## config.mk

```make
export PLATFORM = sky130hd
export DESIGN_NAME = time_ordered_event_queue
export DESIGN_NICKNAME = d
export VERILOG_FILES = /design/src/design/tqe_pkg.sv /design/src/design/tqe_front.sv /design/src/design/tqe_div.sv /design/src/design/tqe_back.sv /design/src/design/time_ordered_event_queue.sv
export SDC_FILE = /design/constraint.sdc
export NUM_CORES = 2
export LEC_CHECK = 0
export ABC_AREA = 1
export BUFFER_PORTS_ARGS = -buffer_cell sky130_fd_sc_hd__buf_2
export CAP_MARGIN = 20
export CORE_ASPECT_RATIO = 0.8
export CORE_UTILIZATION = 45
export CTS_CLUSTER_SIZE = 10
export DETAILED_ROUTE_END_ITERATION = 6
export PLACE_DENSITY = 0.68
export REMOVE_ABC_BUFFERS = 1
export SETUP_SLACK_MARGIN = 0.15
export SLEW_MARGIN = 20
export SYNTH_ARGS = -nofsm -noshare
export SYNTH_HDL_FRONTEND = slang
export SYNTH_SLANG_ARGS = --single-unit
```

## constraint.sdc

```tcl
create_clock -name i_clk -period 18.1 [get_ports i_clk]
set_input_delay 1.81 -clock i_clk [delete_from_list [all_inputs] [get_ports i_clk]]
set_output_delay 1.81 -clock i_clk [all_outputs]
set_load 0.005 [all_outputs]
```

## src/design/tqe_pkg.sv

```systemverilog
// Shared types and constants of the time-ordered event queue.
package tqe_pkg;

    localparam int TimeW = 32;
    localparam int IdW   = 4;
    localparam int RankW = 8;
    localparam int CplW  = 16;

    typedef enum logic [1:0] {
        OP_CLEAR  = 2'd0,
        OP_INSERT = 2'd1,
        OP_REMOVE = 2'd2,
        OP_RUN    = 2'd3
    } t_op;

    typedef enum logic [2:0] {
        ST_IDLE,
        ST_ADD,
        ST_RUN,
        ST_DIV,
        ST_PUT
    } t_state;

    // Classified request handed from front to back.
    typedef struct packed {
        t_op              op;
        logic [IdW-1:0]   id;
        logic             id_ok;
        logic [TimeW-1:0] t;
        logic [RankW-1:0] rank;
    } t_cmd;

    typedef struct packed {
        logic             kind;
        logic [IdW-1:0]   id;
        logic [TimeW-1:0] line;
        logic [CplW-1:0]  cyl;
        logic             last;
    } t_res;

endpackage

```

## src/design/tqe_front.sv

```systemverilog
// Front end: request intake, classification and a two-entry request queue.
module tqe_front #(
    parameter int NUM_SLOTS = 16
) (
    input  logic                       i_clk,
    input  logic                       i_rst_n,
    input  logic                       i_push,
    output logic                       o_full,
    input  logic [1:0]                 i_operation,
    input  logic [tqe_pkg::IdW-1:0]    i_event_id,
    input  logic [tqe_pkg::TimeW-1:0]  i_due_time,
    input  logic [tqe_pkg::RankW-1:0]  i_priority_req,
    input  logic [tqe_pkg::TimeW-1:0]  i_until_time,
    output logic                       o_cmd_valid,
    output tqe_pkg::t_cmd              o_cmd,
    input  logic                       i_cmd_take
);

    tqe_pkg::t_cmd w_cmd;
    tqe_pkg::t_cmd r_q [2];
    logic          r_wp, r_rp;
    logic [1:0]    r_cnt;
    logic          w_wr, w_rd;

    always_comb begin
        w_cmd.op    = tqe_pkg::t_op'(i_operation);
        w_cmd.id    = i_event_id;
        w_cmd.id_ok = (int'(i_event_id) < NUM_SLOTS);
        w_cmd.t     = (w_cmd.op == tqe_pkg::OP_RUN) ? i_until_time : i_due_time;
        w_cmd.rank  = i_priority_req;
    end

    assign o_full      = (r_cnt == 2'd2);
    assign o_cmd_valid = (r_cnt != 2'd0);
    assign o_cmd       = r_q[r_rp];
    assign w_wr        = i_push && !o_full;
    assign w_rd        = i_cmd_take && o_cmd_valid;

    always_ff @(posedge i_clk) begin
        if (!i_rst_n) begin
            r_wp  <= 1'b0;
            r_rp  <= 1'b0;
            r_cnt <= 2'd0;
        end else begin
            if (w_wr) r_wp <= !r_wp;
            if (w_rd) r_rp <= !r_rp;
            r_cnt <= r_cnt + {1'b0, w_wr} - {1'b0, w_rd};
        end
    end

    always_ff @(posedge i_clk) begin
        if (w_wr) r_q[r_wp] <= w_cmd;
    end

endmodule

```

## src/design/tqe_div.sv

```systemverilog
// Restoring divider, one quotient bit per cycle: time by cylinders per line.
module tqe_div (
    input  logic                       i_clk,
    input  logic                       i_rst_n,
    input  logic                       i_start,
    input  logic [tqe_pkg::TimeW-1:0]  i_dividend,
    input  logic [tqe_pkg::CplW-1:0]   i_divisor,
    output logic                       o_done,
    output logic [tqe_pkg::TimeW-1:0]  o_quot,
    output logic [tqe_pkg::CplW-1:0]   o_rem
);

    localparam int CntW = $clog2(tqe_pkg::TimeW);

    logic [tqe_pkg::TimeW-1:0] r_q;
    logic [tqe_pkg::CplW-1:0]  r_rem, r_d;
    logic [CntW-1:0]           r_cnt;
    logic                      r_busy, r_done;
    logic [tqe_pkg::CplW:0]    w_sh, w_diff;

    assign w_sh   = {r_rem, r_q[tqe_pkg::TimeW-1]};
    assign w_diff = w_sh - {1'b0, r_d};

    always_ff @(posedge i_clk) begin
        if (!i_rst_n) begin
            r_busy <= 1'b0;
            r_done <= 1'b0;
            r_cnt  <= '0;
        end else begin
            r_done <= 1'b0;
            if (i_start) begin
                r_busy <= 1'b1;
                r_cnt  <= '0;
            end else if (r_busy) begin
                r_cnt <= r_cnt + 1'b1;
                if (r_cnt == CntW'(tqe_pkg::TimeW - 1)) begin
                    r_busy <= 1'b0;
                    r_done <= 1'b1;
                end
            end
        end
    end

    always_ff @(posedge i_clk) begin
        if (i_start) begin
            r_q   <= i_dividend;
            r_rem <= '0;
            r_d   <= i_divisor;
        end else if (r_busy) begin
            if (!w_diff[tqe_pkg::CplW]) begin
                r_rem <= w_diff[tqe_pkg::CplW-1:0];
                r_q   <= {r_q[tqe_pkg::TimeW-2:0], 1'b1};
            end else begin
                r_rem <= w_sh[tqe_pkg::CplW-1:0];
                r_q   <= {r_q[tqe_pkg::TimeW-2:0], 1'b0};
            end
        end
    end

    assign o_done = r_done;
    assign o_quot = r_q;
    assign o_rem  = r_rem;

endmodule

```

## src/design/tqe_back.sv

```systemverilog
// Back end: sorted event list, run sequencer and a two-entry result queue.
module tqe_back #(
    parameter int NUM_SLOTS = 16
) (
    input  logic                      i_clk,
    input  logic                      i_rst_n,
    input  logic                      i_cmd_valid,
    input  tqe_pkg::t_cmd             i_cmd,
    output logic                      o_cmd_take,
    input  logic [tqe_pkg::CplW-1:0]  i_cpl,
    output logic                      o_empty,
    input  logic                      i_pop,
    output tqe_pkg::t_res             o_res
);

    localparam int CW = $clog2(NUM_SLOTS + 1);

    // sorted list: position 0 is the next event due
    logic [tqe_pkg::TimeW-1:0] r_et [NUM_SLOTS];
    logic [tqe_pkg::RankW-1:0] r_er [NUM_SLOTS];
    logic [tqe_pkg::IdW-1:0]   r_ei [NUM_SLOTS];
    logic [tqe_pkg::TimeW-1:0] n_et [NUM_SLOTS];
    logic [tqe_pkg::RankW-1:0] n_er [NUM_SLOTS];
    logic [tqe_pkg::IdW-1:0]   n_ei [NUM_SLOTS];
    logic [CW-1:0]             r_count;

    tqe_pkg::t_state r_state, n_state;
    tqe_pkg::t_cmd   r_cmd;
    logic            r_kind, r_last;
    logic [tqe_pkg::IdW-1:0] r_rid;

    logic                    c_clr, c_drop, c_ins, c_start, c_load, c_push, c_res_ev;
    logic [tqe_pkg::IdW-1:0] c_drop_id;
    logic [tqe_pkg::TimeW-1:0] c_div_t;
    logic                    w_head_due, w_hit;
    logic [NUM_SLOTS-1:0]    w_m, w_pre, w_g;

    logic                      w_done;
    logic [tqe_pkg::TimeW-1:0] w_quot;
    logic [tqe_pkg::CplW-1:0]  w_rem;
    logic [tqe_pkg::CplW-1:0]  w_div;

    tqe_pkg::t_res r_of [2];
    logic          r_of_wp, r_of_rp;
    logic [1:0]    r_of_cnt;
    logic          w_of_rd;

    assign w_div      = (i_cpl == '0) ? tqe_pkg::CplW'(1) : i_cpl;
    assign w_head_due = (r_count != '0) && (r_et[0] <= r_cmd.t);

    tqe_div u_div (
        .i_clk      (i_clk),
        .i_rst_n    (i_rst_n),
        .i_start    (c_start),
        .i_dividend (c_div_t),
        .i_divisor  (w_div),
        .o_done     (w_done),
        .o_quot     (w_quot),
        .o_rem      (w_rem)
    );

    // sequencer
    always_comb begin
        n_state   = r_state;
        c_clr     = 1'b0;
        c_drop    = 1'b0;
        c_ins     = 1'b0;
        c_start   = 1'b0;
        c_load    = 1'b0;
        c_push    = 1'b0;
        c_res_ev  = 1'b0;
        c_drop_id = i_cmd.id;
        c_div_t   = r_cmd.t;
        o_cmd_take = 1'b0;
        unique case (r_state)
            tqe_pkg::ST_IDLE: begin
                o_cmd_take = 1'b1;
                if (i_cmd_valid) begin
                    c_load = 1'b1;
                    unique case (i_cmd.op)
                        tqe_pkg::OP_CLEAR:  c_clr = 1'b1;
                        tqe_pkg::OP_INSERT: begin
                            if (i_cmd.id_ok) begin
                                c_drop  = 1'b1;   // reinsert drops the old entry first
                                n_state = tqe_pkg::ST_ADD;
                            end
                        end
                        tqe_pkg::OP_REMOVE: c_drop = i_cmd.id_ok;
                        tqe_pkg::OP_RUN:    n_state = tqe_pkg::ST_RUN;
                        default: ;
                    endcase
                end
            end
            tqe_pkg::ST_ADD: begin
                c_ins   = (r_count < CW'(NUM_SLOTS));
                n_state = tqe_pkg::ST_IDLE;
            end
            tqe_pkg::ST_RUN: begin
                c_start = 1'b1;
                if (w_head_due) begin
                    c_drop    = 1'b1;
                    c_drop_id = r_ei[0];
                    c_div_t   = r_et[0];
                    c_res_ev  = 1'b1;
                end
                n_state = tqe_pkg::ST_DIV;
            end
            tqe_pkg::ST_DIV: begin
                if (w_done) n_state = tqe_pkg::ST_PUT;
            end
            tqe_pkg::ST_PUT: begin
                if (r_of_cnt != 2'd2) begin
                    c_push  = 1'b1;
                    n_state = r_last ? tqe_pkg::ST_IDLE : tqe_pkg::ST_RUN;
                end
            end
            default: n_state = tqe_pkg::ST_IDLE;
        endcase
    end

    // list next value: drop closes the gap, insert opens one
    always_comb begin
        for (int p = 0; p < NUM_SLOTS; p++) begin
            w_m[p] = (CW'(p) < r_count) && (r_ei[p] == c_drop_id);
            w_g[p] = (CW'(p) >= r_count) || (r_cmd.t < r_et[p]) ||
                     ((r_cmd.t == r_et[p]) && (r_cmd.rank > r_er[p]));
        end
        w_pre[0] = w_m[0];
        for (int p = 1; p < NUM_SLOTS; p++) w_pre[p] = w_pre[p-1] | w_m[p];
        w_hit = w_pre[NUM_SLOTS-1];
        for (int p = 0; p < NUM_SLOTS; p++) begin
            n_et[p] = r_et[p];
            n_er[p] = r_er[p];
            n_ei[p] = r_ei[p];
            if (c_ins) begin
                if (w_g[p] && (p == 0 || !w_g[(p > 0) ? p - 1 : 0])) begin
                    n_et[p] = r_cmd.t;
                    n_er[p] = r_cmd.rank;
                    n_ei[p] = r_cmd.id;
                end else if (w_g[p] && p > 0) begin
                    n_et[p] = r_et[(p > 0) ? p - 1 : 0];
                    n_er[p] = r_er[(p > 0) ? p - 1 : 0];
                    n_ei[p] = r_ei[(p > 0) ? p - 1 : 0];
                end
            end else if (w_pre[p] && p < NUM_SLOTS - 1) begin
                n_et[p] = r_et[(p < NUM_SLOTS - 1) ? p + 1 : p];
                n_er[p] = r_er[(p < NUM_SLOTS - 1) ? p + 1 : p];
                n_ei[p] = r_ei[(p < NUM_SLOTS - 1) ? p + 1 : p];
            end
        end
    end

    always_ff @(posedge i_clk) begin
        if (c_ins || c_drop) begin
            r_et <= n_et;
            r_er <= n_er;
            r_ei <= n_ei;
        end
        if (c_load) r_cmd <= i_cmd;
        if (c_start) begin
            r_kind <= !c_res_ev;
            r_rid  <= c_res_ev ? c_drop_id : '0;
            r_last <= !c_res_ev;
        end
    end

    always_ff @(posedge i_clk) begin
        if (!i_rst_n) begin
            r_state <= tqe_pkg::ST_IDLE;
            r_count <= '0;
        end else begin
            r_state <= n_state;
            if (c_clr) begin
                r_count <= '0;
            end else if (c_ins) begin
                r_count <= r_count + 1'b1;
            end else if (c_drop && w_hit) begin
                r_count <= r_count - 1'b1;
            end
        end
    end

    // result queue
    assign w_of_rd = i_pop && !o_empty;
    assign o_empty = (r_of_cnt == 2'd0);
    assign o_res   = r_of[r_of_rp];

    always_ff @(posedge i_clk) begin
        if (!i_rst_n) begin
            r_of_wp  <= 1'b0;
            r_of_rp  <= 1'b0;
            r_of_cnt <= 2'd0;
        end else begin
            if (c_push)  r_of_wp <= !r_of_wp;
            if (w_of_rd) r_of_rp <= !r_of_rp;
            r_of_cnt <= r_of_cnt + {1'b0, c_push} - {1'b0, w_of_rd};
        end
    end

    always_ff @(posedge i_clk) begin
        if (c_push) begin
            r_of[r_of_wp].kind <= r_kind;
            r_of[r_of_wp].id   <= r_rid;
            r_of[r_of_wp].line <= w_quot;
            r_of[r_of_wp].cyl  <= w_rem;
            r_of[r_of_wp].last <= r_last;
        end
    end

endmodule

```

## src/design/time_ordered_event_queue.sv

```systemverilog
// Top level of the time-ordered event queue: config register, front and back ends.
//
//  channel   direction  handshake                 payload
//  request   in         push / full               operation, event_id, due_time,
//                                                 priority_req, until_time
//  result    out        empty / pop               kind, fired_id, line, cylinder, last
//  config    in         cfg_valid / cfg_ready     cfg_data (cylinders per line)
//
// Clear and remove complete in the idle state of the back end; insert also goes
// through the add state. A run gives a result per fired event and a closing one,
// each waiting on the bit-serial divider that splits its time into line and cylinder.
// Reset is synchronous, active low; it empties the list and both queues.
// The front queue holds two requests while the back end works; the result
// queue holds two results, and a full result queue stalls the run sequencer.
module time_ordered_event_queue #(
    parameter int NUM_SLOTS = 16
) (
    input  logic                       i_clk,
    input  logic                       i_rst_n,
    // request side
    input  logic                       push,
    output logic                       full,
    input  logic [1:0]                 i_operation,
    input  logic [tqe_pkg::IdW-1:0]    i_event_id,
    input  logic [tqe_pkg::TimeW-1:0]  i_due_time,
    input  logic [tqe_pkg::RankW-1:0]  i_priority_req,
    input  logic [tqe_pkg::TimeW-1:0]  i_until_time,
    // result side
    output logic                       empty,
    input  logic                       pop,
    output logic                       o_kind,
    output logic [tqe_pkg::IdW-1:0]    o_fired_id,
    output logic [tqe_pkg::TimeW-1:0]  o_line,
    output logic [tqe_pkg::CplW-1:0]   o_cylinder,
    output logic                       o_last,
    // config side
    input  logic                       i_cfg_valid,
    output logic                       o_cfg_ready,
    input  logic [tqe_pkg::CplW-1:0]   i_cfg_data
);

    logic [tqe_pkg::CplW-1:0] r_cpl;   // cylinders per line
    logic                     w_cmd_valid, w_cmd_take;
    tqe_pkg::t_cmd            w_cmd;
    tqe_pkg::t_res            w_res;

    // config writes always land; the user must send them only while the block is quiet: it does not enforce this
    assign o_cfg_ready = 1'b1;

    always_ff @(posedge i_clk) begin
        if (!i_rst_n) begin
            r_cpl <= tqe_pkg::CplW'(454);
        end else if (i_cfg_valid) begin
            r_cpl <= i_cfg_data;
        end
    end

    tqe_front #(.NUM_SLOTS(NUM_SLOTS)) u_front (
        .i_clk          (i_clk),
        .i_rst_n        (i_rst_n),
        .i_push         (push),
        .o_full         (full),
        .i_operation    (i_operation),
        .i_event_id     (i_event_id),
        .i_due_time     (i_due_time),
        .i_priority_req (i_priority_req),
        .i_until_time   (i_until_time),
        .o_cmd_valid    (w_cmd_valid),
        .o_cmd          (w_cmd),
        .i_cmd_take     (w_cmd_take)
    );

    tqe_back #(.NUM_SLOTS(NUM_SLOTS)) u_back (
        .i_clk       (i_clk),
        .i_rst_n     (i_rst_n),
        .i_cmd_valid (w_cmd_valid),
        .i_cmd       (w_cmd),
        .o_cmd_take  (w_cmd_take),
        .i_cpl       (r_cpl),
        .o_empty     (empty),
        .i_pop       (pop),
        .o_res       (w_res)
    );

    assign o_kind     = w_res.kind;
    assign o_fired_id = w_res.id;
    assign o_line     = w_res.line;
    assign o_cylinder = w_res.cyl;
    assign o_last     = w_res.last;

`ifndef SYNTHESIS
    // only the serializer request closes a run
    a_kind_last: assert property (@(posedge i_clk) disable iff (!i_rst_n)
        !empty |-> (o_kind == o_last))
        else $error("kind and last disagree");

    a_adv_id: assert property (@(posedge i_clk) disable iff (!i_rst_n)
        (!empty && o_kind) |-> (o_fired_id == '0))
        else $error("serializer result carries an id");

    // remainder must stay below the effective divisor
    a_cyl_range: assert property (@(posedge i_clk) disable iff (!i_rst_n)
        (!empty && r_cpl != '0) |-> (o_cylinder < r_cpl))
        else $error("cylinder out of range");
`endif

endmodule
```

==> out/qor.csv <==
stage;metric;value;unit
hold_path;hold_depth;1;
power;powerDensity;180;nW/um^2
synthesis;ys_top_cells_by_area;edfxtp_1, ha_1, o21ai_0;
die;rows;124;
sta;finalSetupViolations;0;
grt;gr-total-overflow;0;
power;irDropWorstVdd;0.101;mV
sta;tightest_slew;1220;ps
sta;relSlewSlack;18.8;%
grt;grt_max_degree;242;
worst_setup_path;cp-start-kind;flip-flop;
synthesis;synthCells;6949;
grt;gr-usage-all-layers;28.3;%
worst_setup_path;slowest_stage;a21oi_4;
route;drt_iter0_drc;8481;
worst_setup_path;reg2reg_from;u_back.r_cmd[23];
layout;drive_gt1_share;8.81;%
worst_setup_path;rr_endpoint;u_back.r_et[40];
clock_network;cts_setup_buffers;0;
clock_network;ctsHoldBuffers;0;
route;drc;0;
hold_path;hold_path.class;reg2reg;
route;drtAntennaViolNets;0;
sta;final_max_slew_viol_count;0;
route;routed_wl;213;mm
job;cap_violations;0;
layout;fin_nets;7707;
route;num_vias;54400;
synthesis;yosysUniqueCellTypes;67;
grt;grt_pass1_vias;50200;
sta;fin_setup_tns;0;ps
grt;grt_pass1_wl;315;mm
power;p_leak;28.7;nW
die;die_x;427;um
synthesis;post_synth.cell_area_avg;9.35;sq um
worst_setup_path;crit_type;reg2reg;
worst_setup_path;path_buf_inv;4;
worst_setup_path;cp-end-kind;flip-flop;
placed_design;globalplace.congestion;0.956;
synthesis;ys.flop_type;edfxtp_1;
worst_setup_path;cp_data_arrival_time;6580;ps
sta;max_freq;162;MHz
die;start_util;45.4;%
clock_network;clockRootBuffer;clkbuf_16;
placed_design;hpwl;146;mm
worst_setup_path;slowest_delay;750;ps
synthesis;ys_seq_area_share;47.9;%
hold_path;worstHoldStart;u_front.r_rp;
worst_setup_path;crit_fanout;31;
synthesis;synth_top_area_share;46.2;%
route;drt-wirelength-per-cell;23.9;um
worst_setup_path;cp_top_family;simple AND/OR/NAND/NOR gates;
clock_network;cts_max_level;3;
synthesis;syn_area;65000;sq um
synthesis;synth_edf_count;999;
worst_setup_path;ff2ff_path_depth;25;
synthesis;synthArstFlopShare;0;%
die;core;143000;sq um
sta;hold_viol;0;
die;die_h;342;um
placed_design;io_buffer_count;154;
layout;synthToLayoutAreaGrowth;9.35;%
route;via_per_inst;6.12;
sta;finalCritPeriodShare;34.2;%
clock_network;cts.sinks;1056;
clock_network;cts_tree;built;
sta;period_minus_slack;6180;ps
clock_network;cts-resized-gates;0;
run_status;outcome;finished clean;
route;drt_pass1_iterations;6;
synthesis;yosys.area.top_type;edfxtp_1;
die;num_io_pins;156;
clock_network;clk_pin_slew;60;ps
sta;skew;43.9;ps
die;die_area;146000;sq um
clock_network;clkLatencyLatePin;770;ps
grt;antenna_found_initial;5;
sta;rsz0062_at_grt;no;
synthesis;ys_ff_latch;1056;
worst_setup_path;regToRegSetupSlack;11920;ps
power;finalPower;12.8;mW
worst_setup_path;worstPathRequired;18500;ps
clock_network;clk_path_buf_depth;3;
synthesis;yosys_warnings;0;
clock_network;cts_buffers;117;
==> cell type report <==
cell class	count	area, sq um
clock inverter	11	169
timing repair buffer	267	1640
inverter	943	3550
sequential	1056	31100
antenna	4	10.0
multi-input combinational	4552	29000
fill	13200	72000
clock buffer	177	3160
tap	1890	2360
==> cell usage after synthesis (10+ instances only) <==
library cell and n:
nand2_1 610, o221ai_1 23, nor4_1 24, inv_1 928
nand4_1 58, a221oi_1 18, o211ai_1 42, clkbuf_1 348
a21oi_1 860, o21bai_1 15, ha_1 670, dfxtp_1 57
o2111ai_1 10, a31oi_1 14, o22ai_1 50, xor2_1 44
o21ai_0 1456, buf_1 41, mux2_2 126, a21o_1 13
nand3_1 98, edfxtp_1 999, nor3_1 86, a211oi_1 23
nor2_1 213
==> layout by cell type, fill, tap and decap left out, types with 6 or more instances in the layout <==
cell type,synthesis,final
inv_2,7,22
o221a_2,8,8
o211ai_1,42,42
o21ai_0,1456,1455
nor2_4,6,12
xor2_1,44,43
or3_1,6,6
o2111ai_1,10,10
a21oi_1,860,858
a221oi_1,18,18
o22ai_1,50,50
nor3_1,86,84
o21bai_1,15,15
nand2_1,610,605
clkbuf_1,348,59
a21o_1,13,13
a31oi_1,14,12
clkbuf_16,0,117
a211oi_1,23,23
mux2_2,126,126
dfxtp_1,57,55
inv_1,928,915
o21a_1,7,7
nor4_1,24,22
buf_4,4,111
ha_1,670,670
edfxtp_1,999,999
nand2_2,8,13
nand3_1,98,96
o221ai_1,23,23
clkinv_1,7,6
nor2_1,213,207
nand4_1,58,58
buf_2,3,154
==> cells by family (layout without fill, tap and decap cells) <==
group / Yosys count / in the layout / synth area share, %
xor gates and xnor gates: 47 / 47 / 0.634
muxes: 126 / 126 / 2.18
other: 1 / 5 / 0.00577
DFF: 1056 / 1056 / 47.9
AOI/OAI and AO/OA: 2570 / 2570 / 20.9
adders and majority gates: 671 / 671 / 12.9
buffers and inverters: 1341 / 1398 / 7.81
and+or+nand+nor: 1137 / 1137 / 7.65
==> power by group <==
| part | total (mW) | switching, mW | internal, mW | leakage, nW |
|---|---|---|---|---|
| registers | 4.22 | 0.377 | 3.84 | 9.55 |
| clock network | 2.20 | 1.01 | 1.19 | 1.59 |
| logic | 6.36 | 4.50 | 1.85 | 17.5 |
| total | 12.8 | 5.89 | 6.89 | 28.7 |
==> per-layer routing <==
layer / up-vias / share of wire [%] / global-route usage, %
li1: 24800 / - / -
met1: 26100 / 43 / 43.1
met2: 3215 / 40 / 39.1
met3: 350 / 13 / 6.57
met4: 4 / 3.6 / 9.37
met5: - / 0.0066 / 0
==> worst reg2reg max path: cells and delay by family, from the launching register on <==
family	cells	cell delay [ps]
compound gates	7	1760
fa+ha+maj	1	340
buf+inv	4	1360
simple gates	13	1990
flops	1	330
==> stage by stage <==
step	setup slack (ps)	hold slack (ps)	instances	instance area [sq um]	utilization, %
3_3_place_gp	12240	430	8708	67700	47.3
4_1_cts	12070	447	8896	71000	49.6
3_5_place_dp	12080	439	8708	67700	47.3
5_1_grt	11630	468	8896	71000	49.7
2_1_floorplan	-46690	421	6551	63400	-
6_report	11920	447	8900	71000	49.7
==> worst max-delay path by stage <==
stage                      start         endpoint  slack, ps  depth (start not counted)
6_report        u_back.r_cmd[23]  u_back.r_et[40]      11920                         25
5_1_grt         u_back.r_cmd[23]  u_back.r_et[42]      11630                         25
4_1_cts         u_back.r_cmd[23]  u_back.r_et[40]      12070                         25
3_5_place_dp    u_back.r_cmd[23]  u_back.r_et[45]      12080                         25
3_3_place_gp    u_back.r_cmd[23]  u_back.r_et[40]      12240                         25
2_1_floorplan  u_back.r_count[4]  u_back.r_ei[24]     -46690                          4
==> state kept, by name (all words and copies together) (netlist names), named ones only <==
| signal | count |
|---|---|
| u_back.r_of_wp | 1 |
| r_cpl | 16 |
| u_back.r_count | 5 |
| u_back.r_of_rp | 1 |
| u_back.r_state | 3 |
| u_back.r_er | 128 |
| u_back.u_div.r_d | 16 |
| u_front.r_rp | 1 |
| u_back.u_div.o_quot | 32 |
| u_back.r_of_cnt | 2 |
| u_back.r_et | 512 |
| u_front.r_cnt | 2 |
| u_back.r_ei | 64 |
| u_front.r_q | 92 |
| u_back.u_div.r_cnt | 5 |
| u_back.r_of | 106 |
| u_back.u_div.o_rem | 16 |
| u_back.u_div.o_done | 1 |
| u_back.u_div.r_busy | 1 |
| u_front.r_wp | 1 |
| u_back.r_kind | 1 |
| u_back.r_cmd | 44 |
| u_back.r_rid | 4 |
Note: power is estimated with default switching activity, not from simulation.
